### src/hdl/first_fit_block_allocator_unit_macros.svh
// assertion helpers shared by the allocator rtl
`ifndef FIRST_FIT_BLOCK_ALLOCATOR_UNIT_MACROS_SVH
`define FIRST_FIT_BLOCK_ALLOCATOR_UNIT_MACROS_SVH

// same-cycle implication, clocked on clk and held off during reset
`define FFBA_ASSERT_SAME(lbl, ante, cons, msg) \
    lbl: assert property (@(posedge clk) disable iff (!rst_n) (ante) |-> (cons)) \
        else $error(msg);

// next-cycle implication
`define FFBA_ASSERT_NEXT(lbl, ante, cons, msg) \
    lbl: assert property (@(posedge clk) disable iff (!rst_n) (ante) |=> (cons)) \
        else $error(msg);

`endif

### src/hdl/ffba_pkg.sv
package ffba_pkg;

    localparam int DATA_W     = 32;
    localparam int CFG_INDEX_W = 1;

    localparam logic KIND_ALLOC = 1'b0;
    localparam logic KIND_FREE  = 1'b1;

    localparam logic [CFG_INDEX_W-1:0] REG_HEAP_BASE  = 1'b0;
    localparam logic [CFG_INDEX_W-1:0] REG_HEAP_LIMIT = 1'b1;

    localparam logic [DATA_W-1:0] HEAP_BASE_RESET  = 32'd4096;
    localparam logic [DATA_W-1:0] HEAP_LIMIT_RESET = 32'd65536;

    typedef enum logic [2:0] {
        ST_OK      = 3'd0,
        ST_ZERO    = 3'd1,
        ST_OOM     = 3'd2,
        ST_NULL    = 3'd3,
        ST_UNKNOWN = 3'd4,
        ST_DOUBLE  = 3'd5
    } status_t;

    typedef enum logic [1:0] {
        S_IDLE,
        S_EVAL,
        S_SCAN,
        S_APPEND
    } state_t;

    typedef enum logic [1:0] {
        ASEL_NONE,
        ASEL_HIT,
        ASEL_APPEND
    } addr_sel_t;

    typedef struct packed {
        logic              kind;
        logic [DATA_W-1:0] request_size;
        logic [DATA_W-1:0] block_address;
    } item_t;

    typedef struct packed {
        logic [DATA_W-1:0] payload_address;
        logic [2:0]        status;
    } result_t;

    typedef struct packed {
        logic              free;
        logic [DATA_W-1:0] size;
        logic [DATA_W-1:0] start;
    } entry_t;

    typedef struct packed {
        logic      latch;
        logic      scan_start;
        logic      scan;
        logic      wr_hit;
        logic      wr_append;
        logic      emit;
        status_t   code;
        addr_sel_t asel;
    } ctrl_cmd_t;

    typedef struct packed {
        logic is_free;
        logic zero_req;
        logic null_addr;
        logic count_zero;
        logic check_valid;
        logic check_last;
        logic hit;
        logic hit_free;
        logic oom;
    } dp_status_t;

endpackage

### src/hdl/ffba_ctrl.sv
module ffba_ctrl (
    input  logic                  clk,
    input  logic                  rst_n,
    input  logic                  start,
    output logic                  busy,
    input  ffba_pkg::dp_status_t  dp_st,
    output ffba_pkg::ctrl_cmd_t   cmd
);
    import ffba_pkg::*;

    state_t state_reg;
    state_t state_next;

    always_ff @(posedge clk or negedge rst_n)
    begin
        if (!rst_n)
        begin
            state_reg <= S_IDLE;
        end
        else
        begin
            state_reg <= state_next;
        end
    end

    assign busy = (state_reg != S_IDLE);

    always_comb
    begin
        state_next     = state_reg;
        cmd            = '0;
        cmd.code       = ST_OK;
        cmd.asel       = ASEL_NONE;
        case (state_reg)
            S_IDLE:
            begin
                if (start)
                begin
                    cmd.latch  = 1'b1;
                    state_next = S_EVAL;
                end
            end
            S_EVAL:
            begin
                cmd.scan_start = 1'b1;
                if (dp_st.is_free)
                begin
                    if (dp_st.null_addr)
                    begin
                        cmd.emit   = 1'b1;
                        cmd.code   = ST_NULL;
                        state_next = S_IDLE;
                    end
                    else if (dp_st.count_zero)
                    begin
                        cmd.emit   = 1'b1;
                        cmd.code   = ST_UNKNOWN;
                        state_next = S_IDLE;
                    end
                    else
                    begin
                        state_next = S_SCAN;
                    end
                end
                else
                begin
                    if (dp_st.zero_req)
                    begin
                        cmd.emit   = 1'b1;
                        cmd.code   = ST_ZERO;
                        state_next = S_IDLE;
                    end
                    else if (dp_st.count_zero)
                    begin
                        state_next = S_APPEND;
                    end
                    else
                    begin
                        state_next = S_SCAN;
                    end
                end
            end
            S_SCAN:
            begin
                cmd.scan = 1'b1;
                if (dp_st.hit)
                begin
                    cmd.emit   = 1'b1;
                    state_next = S_IDLE;
                    if (!dp_st.is_free)
                    begin
                        cmd.wr_hit = 1'b1;
                        cmd.code   = ST_OK;
                        cmd.asel   = ASEL_HIT;
                    end
                    else if (dp_st.hit_free)
                    begin
                        cmd.code = ST_DOUBLE;
                    end
                    else
                    begin
                        cmd.wr_hit = 1'b1;
                        cmd.code   = ST_OK;
                    end
                end
                else if (dp_st.check_valid && dp_st.check_last)
                begin
                    if (dp_st.is_free)
                    begin
                        cmd.emit   = 1'b1;
                        cmd.code   = ST_UNKNOWN;
                        state_next = S_IDLE;
                    end
                    else
                    begin
                        state_next = S_APPEND;
                    end
                end
            end
            S_APPEND:
            begin
                cmd.emit   = 1'b1;
                state_next = S_IDLE;
                if (dp_st.oom)
                begin
                    cmd.code = ST_OOM;
                end
                else
                begin
                    cmd.wr_append = 1'b1;
                    cmd.code      = ST_OK;
                    cmd.asel      = ASEL_APPEND;
                end
            end
            default:
            begin
                state_next = S_IDLE;
            end
        endcase
    end

endmodule

### src/hdl/ffba_datapath.sv
module ffba_datapath #(
    parameter int MAX_BLOCKS   = 16,
    parameter int HEADER_BYTES = 24
) (
    input  logic                                  clk,
    input  logic                                  rst_n,
    input  logic                                  cfg_we,
    input  logic [ffba_pkg::CFG_INDEX_W-1:0]      cfg_index,
    input  logic [ffba_pkg::DATA_W-1:0]           cfg_data,
    input  ffba_pkg::item_t                       item,
    input  ffba_pkg::ctrl_cmd_t                   cmd,
    output ffba_pkg::dp_status_t                  dp_st,
    output logic                                  done,
    output ffba_pkg::result_t                     result
);
    import ffba_pkg::*;

    localparam int IDXW = (MAX_BLOCKS > 1) ? $clog2(MAX_BLOCKS) : 1;
    localparam int CNTW = $clog2(MAX_BLOCKS + 1);

    entry_t mem [MAX_BLOCKS];

    logic [DATA_W-1:0] heap_base_reg;
    logic [DATA_W-1:0] heap_limit_reg;
    logic [CNTW-1:0]   count_reg;
    logic [DATA_W-1:0] bytes_used_reg;
    logic [IDXW-1:0]   scan_idx_reg;
    logic [IDXW-1:0]   scan_idx_next;
    logic [IDXW-1:0]   check_idx_reg;
    logic              check_valid_reg;
    logic              done_reg;
    item_t             item_reg;
    entry_t            rd_data_reg;
    result_t           result_reg;
    result_t           result_next;

    logic [CNTW-1:0]   count_m1;
    logic [IDXW-1:0]   last_idx;
    logic [DATA_W-1:0] hit_addr;
    logic [DATA_W-1:0] append_start;
    logic [DATA_W-1:0] append_addr;
    logic [DATA_W+1:0] need;
    logic              alloc_match;
    logic              free_match;
    logic              wr_en;
    logic [IDXW-1:0]   wr_addr;
    entry_t            wr_data;

    assign count_m1     = count_reg - CNTW'(1);
    assign last_idx     = count_m1[IDXW-1:0];
    assign hit_addr     = rd_data_reg.start + DATA_W'(HEADER_BYTES);
    assign append_start = heap_base_reg + bytes_used_reg;
    assign append_addr  = append_start + DATA_W'(HEADER_BYTES);
    // exact sum, two spare bits so it cannot wrap
    assign need = {2'b00, bytes_used_reg} + (DATA_W + 2)'(HEADER_BYTES)
                + {2'b00, item_reg.request_size};

    assign alloc_match = rd_data_reg.free && (rd_data_reg.size >= item_reg.request_size);
    assign free_match  = (hit_addr == item_reg.block_address);

    always_comb
    begin
        dp_st             = '0;
        dp_st.is_free     = (item_reg.kind == KIND_FREE);
        dp_st.zero_req    = (item_reg.request_size == '0);
        dp_st.null_addr   = (item_reg.block_address == '0);
        dp_st.count_zero  = (count_reg == '0);
        dp_st.check_valid = check_valid_reg;
        dp_st.check_last  = (check_idx_reg == last_idx);
        dp_st.hit         = check_valid_reg && (dp_st.is_free ? free_match : alloc_match);
        dp_st.hit_free    = rd_data_reg.free;
        dp_st.oom         = (count_reg == CNTW'(MAX_BLOCKS))
                          || (need > {2'b00, heap_limit_reg});
    end

    // issue pointer stops on the last live entry
    always_comb
    begin
        scan_idx_next = scan_idx_reg;
        if (cmd.scan_start)
        begin
            scan_idx_next = '0;
        end
        else if (cmd.scan && (scan_idx_reg != last_idx))
        begin
            scan_idx_next = scan_idx_reg + IDXW'(1);
        end
    end

    assign wr_en   = cmd.wr_hit || cmd.wr_append;
    assign wr_addr = cmd.wr_append ? count_reg[IDXW-1:0] : check_idx_reg;

    always_comb
    begin
        if (cmd.wr_append)
        begin
            wr_data.free  = 1'b0;
            wr_data.size  = item_reg.request_size;
            wr_data.start = append_start;
        end
        else
        begin
            // reuse clears the mark, release sets it
            wr_data.free  = (item_reg.kind == KIND_FREE);
            wr_data.size  = rd_data_reg.size;
            wr_data.start = rd_data_reg.start;
        end
    end

    always_comb
    begin
        result_next.status = cmd.code;
        case (cmd.asel)
            ASEL_HIT:    result_next.payload_address = hit_addr;
            ASEL_APPEND: result_next.payload_address = append_addr;
            default:     result_next.payload_address = '0;
        endcase
    end

    always_ff @(posedge clk)
    begin
        if (wr_en)
        begin
            mem[wr_addr] <= wr_data;
        end
        if (cmd.scan)
        begin
            rd_data_reg   <= mem[scan_idx_reg];
            check_idx_reg <= scan_idx_reg;
        end
        if (cmd.latch)
        begin
            item_reg <= item;
        end
        if (cmd.emit)
        begin
            result_reg <= result_next;
        end
    end

    always_ff @(posedge clk or negedge rst_n)
    begin
        if (!rst_n)
        begin
            heap_base_reg   <= HEAP_BASE_RESET;
            heap_limit_reg  <= HEAP_LIMIT_RESET;
            count_reg       <= '0;
            bytes_used_reg  <= '0;
            scan_idx_reg    <= '0;
            check_valid_reg <= 1'b0;
            done_reg        <= 1'b0;
        end
        else
        begin
            if (cfg_we)
            begin
                case (cfg_index)
                    REG_HEAP_BASE:  heap_base_reg  <= cfg_data;
                    REG_HEAP_LIMIT: heap_limit_reg <= cfg_data;
                    default:        heap_base_reg  <= heap_base_reg;
                endcase
            end
            if (cmd.wr_append)
            begin
                count_reg      <= count_reg + CNTW'(1);
                bytes_used_reg <= need[DATA_W-1:0];
            end
            scan_idx_reg    <= scan_idx_next;
            check_valid_reg <= cmd.scan;
            done_reg        <= cmd.emit;
        end
    end

    assign done   = done_reg;
    assign result = result_reg;

endmodule

### src/hdl/first_fit_block_allocator_unit.sv
// first-fit block allocator
// command channel: item (kind, request_size, block_address) is taken on a clock
// edge with start high and busy low; busy stays high until the result is issued
// result channel: done pulses for one cycle with result (payload_address, status);
// the receiver has no back-pressure, so each transfer is taken as it appears
// config port: cfg_we with cfg_index 0 writes heap_base, 1 writes heap_limit;
// writes land at once; the user must make them only while busy is low (not enforced)
// zero-size requests and null or empty-table frees end in the evaluate state; others
// scan the live entries for the first hit, then append or report a miss;
// the scan reads one table entry per cycle; the table has one read and one write port
// busy falls in the cycle done rises, so a new item may be started then
// items are handled one at a time; throughput is set by the table scan length
// reset clears the block count, used byte count and done flag, and loads
// the heap_base and heap_limit defaults; table contents need no clearing as
// entries past the block count are never read
module first_fit_block_allocator_unit #(
    parameter int MAX_BLOCKS   = 16,
    parameter int HEADER_BYTES = 24
) (
    input  logic                               clk,
    input  logic                               rst_n,
    input  logic                               start,
    output logic                               busy,
    input  ffba_pkg::item_t                    item,
    output logic                               done,
    output ffba_pkg::result_t                  result,
    input  logic                               cfg_we,
    input  logic [ffba_pkg::CFG_INDEX_W-1:0]   cfg_index,
    input  logic [ffba_pkg::DATA_W-1:0]        cfg_data
);
    import ffba_pkg::*;

    `include "first_fit_block_allocator_unit_macros.svh"

    ctrl_cmd_t  cmd;
    dp_status_t dp_st;

    ffba_ctrl u_ctrl (
        .clk   (clk),
        .rst_n (rst_n),
        .start (start),
        .busy  (busy),
        .dp_st (dp_st),
        .cmd   (cmd)
    );

    ffba_datapath #(
        .MAX_BLOCKS   (MAX_BLOCKS),
        .HEADER_BYTES (HEADER_BYTES)
    ) u_datapath (
        .clk       (clk),
        .rst_n     (rst_n),
        .cfg_we    (cfg_we),
        .cfg_index (cfg_index),
        .cfg_data  (cfg_data),
        .item      (item),
        .cmd       (cmd),
        .dp_st     (dp_st),
        .done      (done),
        .result    (result)
    );

    `FFBA_ASSERT_SAME(a_done_after_busy, done, $past(busy), "result without a command in flight")
    `FFBA_ASSERT_NEXT(a_accept_sets_busy, start && !busy, busy, "accepted command did not raise busy")
    `FFBA_ASSERT_NEXT(a_single_result, done, !done, "more than one result for one command")
    `FFBA_ASSERT_SAME(a_fail_null_addr, done && (result.status != ST_OK), result.payload_address == '0, "failed request returned an address")
    `FFBA_ASSERT_SAME(a_write_one_kind, cmd.wr_hit, !cmd.wr_append, "table write from both reuse and append")

endmodule
### config.mk
export PLATFORM = sky130hd
export DESIGN_NAME = first_fit_block_allocator_unit
export DESIGN_NICKNAME = d
export VERILOG_FILES = /design/src/hdl/ffba_pkg.sv /design/src/hdl/ffba_ctrl.sv /design/src/hdl/ffba_datapath.sv /design/src/hdl/first_fit_block_allocator_unit.sv
export VERILOG_INCLUDE_DIRS = /design/src /design/src/hdl
export SDC_FILE = /design/constraint.sdc
export NUM_CORES = 2
export LEC_CHECK = 0
export BUFFER_PORTS_ARGS = -buffer_cell sky130_fd_sc_hd__buf_2
export CORE_ASPECT_RATIO = 1.4
export CORE_UTILIZATION = 40
export CTS_CLUSTER_DIAMETER = 40
export DETAILED_ROUTE_END_ITERATION = 10
export PLACE_DENSITY_LB_ADDON = 0.3
export SYNTH_ARGS = -nofsm -noshare
export SYNTH_HDL_FRONTEND = slang
export SYNTH_SLANG_ARGS = --single-unit
### constraint.sdc
create_clock -name clk -period 10 [get_ports clk]
set_clock_uncertainty 0.1 [all_clocks]
set_input_delay 0 -clock clk [delete_from_list [all_inputs] [get_ports clk]]
set_output_delay 0 -clock clk [all_outputs]
set_load 0.01 [all_outputs]
# ---- Word level (Yosys, flattened, before mapping)
# Memory sizes are Yosys's and may differ from the RTL's. A register that Yosys moved wholly into a read port is not among the register bits.
# Index checks and enable logic that the tools add are counted.
dict set report classes {
  bitwise_logic 1
  magnitude_cmp 2
  add_sub_neg 8
  reduce_logical 15
  eq_ne 11
  n_mux 42
}
# operator n
set op_table {}
lappend op_table {{$mux W65} 1}
lappend op_table {{$add A32 B5 Y32 const B} 2}
lappend op_table {{$logic_not A32 Y1} 2}
lappend op_table {{$pmux W32 S2} 1}
lappend op_table {{$mux W4} 10}
lappend op_table {{$add A34 B32 Y34} 1}
lappend op_table {{$gt A34 B32 Y1} 1}
lappend op_table {{$add A32 B5 Y33 const B} 1}
lappend op_table {{$add A32 B32 Y32} 1}
lappend op_table {{$eq A32 B32 Y1} 1}
lappend op_table {{$ge A32 B32 Y1} 1}
lappend op_table {{$mux W2} 11}
lappend op_table {{$mux W1} 14}
lappend op_table {{$pmux W4 S3} 1}
lappend op_table {{$pmux W2 S4} 1}
lappend op_table {{$eq A2 B2 Y1 const B} 3}
lappend op_table {{$mux W3} 2}
lappend op_table {{$reduce_and A2 Y1} 3}
lappend op_table {{$add A5 B1 Y5 const B} 1}
lappend op_table {{$eq A5 B5 Y1 const B} 1}
lappend op_table {{$logic_not A5 Y1} 1}
lappend op_table {{$add A4 B1 Y4 const B} 1}
lappend op_table {{$eq A2 B1 Y1 const B} 2}
lappend op_table {{$eq A4 B4 Y1} 1}
lappend op_table {{10 further kinds} 15}
dict set report word_totals {
  mem_bits_rw 1040
  regBits 213
  out_inout_bits 37
  n_memories 1
  in_bits 102
}
# name words word_bits rd rd_ports_with_merged_regs write_ports line
set memory_table {}
lappend memory_table {u_datapath.mem 16 65 1 1 1 ffba_datapath.sv:21} ;# entry_t mem [MAX_BLOCKS];

# ---- Logic depth before layout (Yosys ltp)
dict set report logic_depth {
  ltp_word 9
  mapped_depth 32
}

# ---- Cells and area by module
# Synthesis repeated with hierarchy kept, for this count alone.
dict set report unflattened {
  hier_cells 3094
  area_unflattened_um2 56804.5
}
# module area_per_inst_um2 seq_area_each_um2 instances cells_per_inst
set by_module_without_submodules {}
lappend by_module_without_submodules {ffba_datapath 56505.4 38984.9 1 3051}
lappend by_module_without_submodules {ffba_ctrl 299.0 50.0 1 43}

# ---- Worst setup path after synthesis
# OpenSTA, ideal clock, no wires.
dict set report synth_path {
  path_kind {flip-flop to flip-flop}
  startpoint {register u_datapath.bytes_used_reg[3]}
  endpoint {memory u_datapath.mem[5][0] (netlist name) (enable)}
  n_path_buf 3
  t_arrival_ns 10.362
  path_stages_with_launch 27
  period_less_slack_ns 11.050
  path_slack_ns -1.050
  cell_sequence {dfrtp_1 inv_1 ha_1 nor2_1 and2_1 nand4_1 xnor2_1 ha_1 buf_2 nand4_1 or4_1 nor3_1 o31ai_1 o311ai_1 a21oi_1 xnor2_1 ha_1 a21o_1 a21oi_1 nor2b_1 a2111oi_0 o211ai_1 a31oi_1 nand3_2 buf_2 buf_2 o32ai_1}
}
dict set report synth_between {
  elab_chain_len 9
  elab_cells_between_ends 10
  classes_between {add/sub: 2; order compare: 1; mux: 5; reduce/logical: 2}
}
# element line
set synth_lines {}
lappend synth_lines {{from (decl)} ffba_datapath.sv:26} ;# logic [DATA_W-1:0] bytes_used_reg;
lappend synth_lines {{from (signal assigned)} ffba_datapath.sv:166} ;# bytes_used_reg <= need[DATA_W-1:0];
lappend synth_lines {{$add A32 B5 Y33 *} ffba_datapath.sv:55} ;# assign need = {2'b00, bytes_used_reg} + (DATA_W + 2)'(HEADER_BYTES)
lappend synth_lines {{$add A34 B32 Y34 *} ffba_datapath.sv:56} ;# + {2'b00, item_reg.request_size};
lappend synth_lines {{named net u_datapath.need[27]} ffba_datapath.sv:42} ;# logic [DATA_W+1:0] need;
lappend synth_lines {{$gt A34 B32 Y1 *} ffba_datapath.sv:73} ;# || (need > {2'b00, heap_limit_reg});
lappend synth_lines {{$logic_or A1 B1 Y1 *} ffba_datapath.sv:73}
lappend synth_lines {{$mux W1 *} ffba_ctrl.sv:124} ;# if (dp_st.oom)
lappend synth_lines {{$mux W1 *} ffba_ctrl.sv:34} ;# case (state_reg)
lappend synth_lines {{$logic_or A1 B1 Y1} ffba_datapath.sv:90} ;# assign wr_en = cmd.wr_hit || cmd.wr_append;
lappend synth_lines {{$mux W1} ffba_datapath.sv:122} ;# if (wr_en)
lappend synth_lines {{$mux W1 (not written as such)} ffba_datapath.sv:124} ;# mem[wr_addr] <= wr_data;
lappend synth_lines {{to (decl)} ffba_datapath.sv:21}
# The timed path passes the listed nets; every way through them passes the cells marked *.

# ---- Final worst setup path
dict set report layout_path {
  startpoint {register u_datapath.bytes_used_reg[3]}
  endpoint {memory u_datapath.mem[15][48] (netlist name) (enable)}
}
# Same word-level chain as after synthesis.

==> results.rst <==
.. list-table::
   :header-rows: 1

   * - Metric
     - Value
   * - Initial cell density of the core
     - 40.5%
   * - Remaining global-route overflow
     - 0
   * - Routability cong.
     - between 0.9 and 1
   * - Final-stage net count
     - about 4,400
   * - Endpoint class of the critical path
     - register
   * - Part of the total power dissipated in the clock network
     - a little under a quarter
   * - Buffer type at the clock tree root
     - sky130_fd_sc_hd__clkbuf_16
   * - TNS Setup
     - 0 ns
   * - Netlist area before placement
     - 58,600 µm²
   * - Die width
     - 326 µm
   * - Remaining max-slew budget at the tightest pin
     - a little over a fifth
   * - Detailed router's first-iteration violation count
     - between 2,000 and 3,000
   * - R2R Path Start
     - u_datapath.bytes_used_reg[3]$_DFFE_PN0P_
   * - Post-CTS resize count
     - 0
   * - Power Internal
     - 0.0137 W
   * - Final Hold Vio Count
     - 0
   * - Post-Syn Nets
     - approximately 4,100
   * - Worst ir drop on vdd
     - 0.261 mV
   * - Part of the Yosys area used for sequential elements
     - roughly 67%
   * - Dominant cells by area after synthesis
     - sky130_fd_sc_hd__edfxtp_1 62%, sky130_fd_sc_hd__mux4_2 5.0%, sky130_fd_sc_hd__dfrtp_1 4.6%
   * - Synth Area in Simple Gates
     - roughly 5.6%
   * - Total Die Area
     - 148,000 µm²
   * - XOR/XNOR share of the synthesized area
     - under 10%
   * - Initial DRT Pass Iterations
     - 6
   * - Routed wire per std cell
     - roughly 26 µm
   * - Synth Area per Inst
     - between 15 and 20 µm²
   * - Leading cell types by count after synthesis
     - 1,209 x sky130_fd_sc_hd__edfxtp_1, 233 x sky130_fd_sc_hd__o21ai_0, 217 x sky130_fd_sc_hd__nand2_1, 203 x sky130_fd_sc_hd__mux2i_1, 181 x sky130_fd_sc_hd__mux2_2
   * - Cell type with the highest aggregate area in the netlist
     - sky130_fd_sc_hd__edfxtp_1
   * - Critical Path Start Type
     - register
   * - Flip-flop count of the largest register after layout
     - around 1,000
   * - Power density over the cells
     - 320 nW/µm²
   * - Final period utilization
     - 88.6%
   * - Post-synth cell types
     - between 100 and 150
   * - Y dimension of the die
     - 455 µm
   * - TritonCTS Buffers
     - around 140
   * - Power spent charging and discharging nets
     - 0.00825 W
   * - Via count of the first global-routing pass
     - about 36,000
   * - Post-synthesis adder-cell area fraction
     - under 10%
   * - Share of flip-flops with an asynchronous set or reset
     - 8.27%
   * - Launching instance or port of the critical path
     - u_datapath.bytes_used_reg[3]$_DFFE_PN0P_
   * - Reg-to-reg endpoint
     - u_datapath.mem[15][48]$_DFFE_PP_
   * - Clock transition at the registers of the reported paths
     - 0.06 ns
   * - Portion of total power attributed to sequential cells
     - about two fifths
   * - Total wire length
     - ~160,000 µm
   * - Clock tree from TritonCTS
     - built
   * - I/O pins
     - ~140
   * - Antenna violations before repair
     - 6
   * - Largest net degree at the start of global routing
     - 125
   * - Final Critical Period
     - ~8.9 ns
   * - Via density
     - approximately 5.7
   * - Number of flops mapped to enable cells by yosys
     - 1,209
   * - Core Rows
     - 165
   * - Syn. warnings
     - 0
   * - Antenna Violating Nets Remaining
     - 0
   * - Min-delay src
     - cfg_data[14]
   * - Global Route Usage Sum
     - about 22%
   * - Deepest level of the CTS H-tree
     - 4
   * - Main combinational cell family by area after synthesis
     - multiplexers
   * - Cell Count, Final, Fillers Out
     - between 6,000 and 7,000
   * - Path type of the worst min-delay path
     - input pin to register
   * - Count of placed standard cells including taps
     - between 5,000 and 6,000
   * - Clock sink total
     - around 1,300
   * - CP required
     - approximately 10 ns
   * - Fraction of final layout cells sized beyond drive strength 1
     - 19.4%
   * - Insertion delay to the later sink of the worst-skew pair
     - about 0.8 ns
   * - Compound-gate portion of the synthesized area
     - roughly 8.3%
   * - Total DRC errors in the routed layout
     - 0
   * - Unrepaired setup endpoints after global routing
     - false
   * - Fmax
     - around 110 MHz
   * - Register-to-register path setup slack
     - 1.14 ns
   * - Count leader, synth
     - sky130_fd_sc_hd__edfxtp_1
   * - Max Cap Viol
     - 0
   * - Fin. max-slew vios
     - 0
   * - Post-detailed-placement half-perimeter wirelength
     - 105,000 µm
   * - Path type of the worst setup path
     - register to register
   * - Number of standard cells after synthesis
     - 3,811
   * - Final-report setup violation count
     - 0
   * - Hold Path Stages
     - 3
   * - Layout Area Growth over Synthesis
     - 17.0%
   * - Flip-flop and latch count after synthesis
     - ~1,300
   * - Critical path fanouts, max
     - 48
   * - Worst Hold Margin
     - around 0.037 ns
   * - Worst hold endpoint
     - u_datapath.heap_base_reg[14]$_DFFE_PN0P_
   * - Top FF cell, synth
     - sky130_fd_sc_hd__edfxtp_1
   * - Mux share of post-synthesis cell area
     - 11.9%
   * - Result of the run
     - completed
   * - Top cell type's share of synthesized area
     - 61.9%
   * - Part of the total power dissipated in combinational logic
     - between 30% and 40%
   * - Arrival time at the worst endpoint
     - between 9 and 10 ns
   * - Total power draw
     - around 0.022 W
   * - Reported leakage power
     - between 20 and 25 nW
   * - Area inside the core boundary
     - ~140,000 µm²
   * - Worst Tran Pin Value
     - between 1 and 1.5 ns
   * - Depth of the worst register-to-register path
     - 25
   * - Sw Share
     - about 38%
   * - Number of I/O port buffers
     - 138
   * - Final core utilization
     - a little under half
   * - First-pass GRT wire length
     - ~240,000 µm
   * - CTS max path bufs
     - 3
   * - Vias after detailed routing
     - between 30,000 and 40,000
-- critical path, cell delays in order, from the launching register on --
cell and delay (ns):
sky130_fd_sc_hd__dfrtp_1 0.43, sky130_fd_sc_hd__inv_1 0.09, sky130_fd_sc_hd__ha_1 0.25, sky130_fd_sc_hd__nor2_1 0.17, sky130_fd_sc_hd__and2_1 0.24, sky130_fd_sc_hd__nand4_1 0.27
sky130_fd_sc_hd__xnor2_1 0.21, sky130_fd_sc_hd__ha_1 0.44, sky130_fd_sc_hd__nand4_1 0.16, sky130_fd_sc_hd__or4_1 0.54, sky130_fd_sc_hd__nor3_1 0.30, sky130_fd_sc_hd__o31ai_1 0.17
sky130_fd_sc_hd__o311ai_1 0.53, sky130_fd_sc_hd__a21oi_1 0.17, sky130_fd_sc_hd__xnor2_1 0.24, sky130_fd_sc_hd__ha_1 0.29, sky130_fd_sc_hd__a21o_1 0.18, sky130_fd_sc_hd__a21oi_1 0.15
sky130_fd_sc_hd__nor2b_1 0.06, sky130_fd_sc_hd__a2111oi_0 0.55, sky130_fd_sc_hd__o211ai_1 0.19, sky130_fd_sc_hd__a31oi_1 0.59, sky130_fd_sc_hd__nand3_4 0.55, sky130_fd_sc_hd__or2_1 0.56
sky130_fd_sc_hd__o22ai_4 0.23, sky130_fd_sc_hd__buf_4 0.77
-- metrics by stage --
stage	setup WS, ns	area, µm²
6_report	1.14	68600
5_1_grt	0.282	68600
4_1_cts	1.16	68600
3_5_place_dp	1.22	62000
3_3_place_gp	1.34	62000
2_1_floorplan	-1.05	58600
-- metal layers --
layer / routed length [µm] / up-vias / part of all wire [%] / GRT usage [%]
met1: 62300 / 18105 / 38 / 25.7
met5: 0 / - / 0 / 0
met3: 8590 / 328 / 5.3 / 3.12
met4: 8610 / 0 / 5.3 / 11.5
met2: 83600 / 1211 / 51 / 38.8
li1: - / 15807 / - / -
-- area by class of cell --
cell class	count	area (µm²)
clock buffer	157	3530
sequential	1318	39100
inverter	105	397
tap	1920	2400
fill	12393	76300
timing repair buffer	435	3520
clock inverter	90	1050
antenna	3	7.51
multi-input combinational	2206	18700
-- power by group through the flow --
stage | sequential (W) | combinational (W) | clock, W
6_report | 0.00845 | 0.00830 | 0.00518
5_1_grt | 0.00849 | 0.00899 | 0.00545
4_1_cts | 0.00843 | 0.00826 | 0.00526
3_5_place_dp | 0.00854 | 0.00817 | 0
3_3_place_gp | 0.00854 | 0.00807 | 0
2_1_floorplan | 0.00811 | 0.00560 | 0
-- placed cells by master, fill, tap and decap left out, types with 96 or more instances in the layout --
cell and count:
sky130_fd_sc_hd__buf_2 137, sky130_fd_sc_hd__mux2i_1 203, sky130_fd_sc_hd__nand2_1 216, sky130_fd_sc_hd__dfrtp_1 103, sky130_fd_sc_hd__inv_1 103, sky130_fd_sc_hd__mux4_2 130
sky130_fd_sc_hd__o21ai_0 232, sky130_fd_sc_hd__dlygate4sd3_1 194, sky130_fd_sc_hd__mux2_2 181, sky130_fd_sc_hd__ha_1 138, sky130_fd_sc_hd__nor2_1 107, sky130_fd_sc_hd__a21oi_1 152
sky130_fd_sc_hd__buf_4 96, sky130_fd_sc_hd__clkbuf_16 138, sky130_fd_sc_hd__edfxtp_1 1209
-- worst max path at each step --
stage	to	slack, ns	cells after the start
floorplan	u_datapath.mem[5][0]$_DFFE_PP_	-1.05	26
global placement	u_datapath.mem[15][57]$_DFFE_PP_	1.34	25
detailed placement	u_datapath.mem[15][57]$_DFFE_PP_	1.22	25
CTS	u_datapath.mem[15][57]$_DFFE_PP_	1.16	25
global route	u_datapath.mem[15][47]$_DFFE_PP_	0.28	25
finish	u_datapath.mem[15][48]$_DFFE_PP_	1.14	25
-- repair_timing --
action	4_1_cts	5_1_grt
hold buffers	195	0
hold endpoints to repair	238	0
setup buffers	0	0
-- cell families after synthesis --
family | Yosys count
mux | 514
buf+inv | 287
flops | 1318
compound gates | 751
xor+xnor | 160
fa+ha+maj | 140
simple gates | 641
No activity file was read; power rests on OpenSTA's default activity.
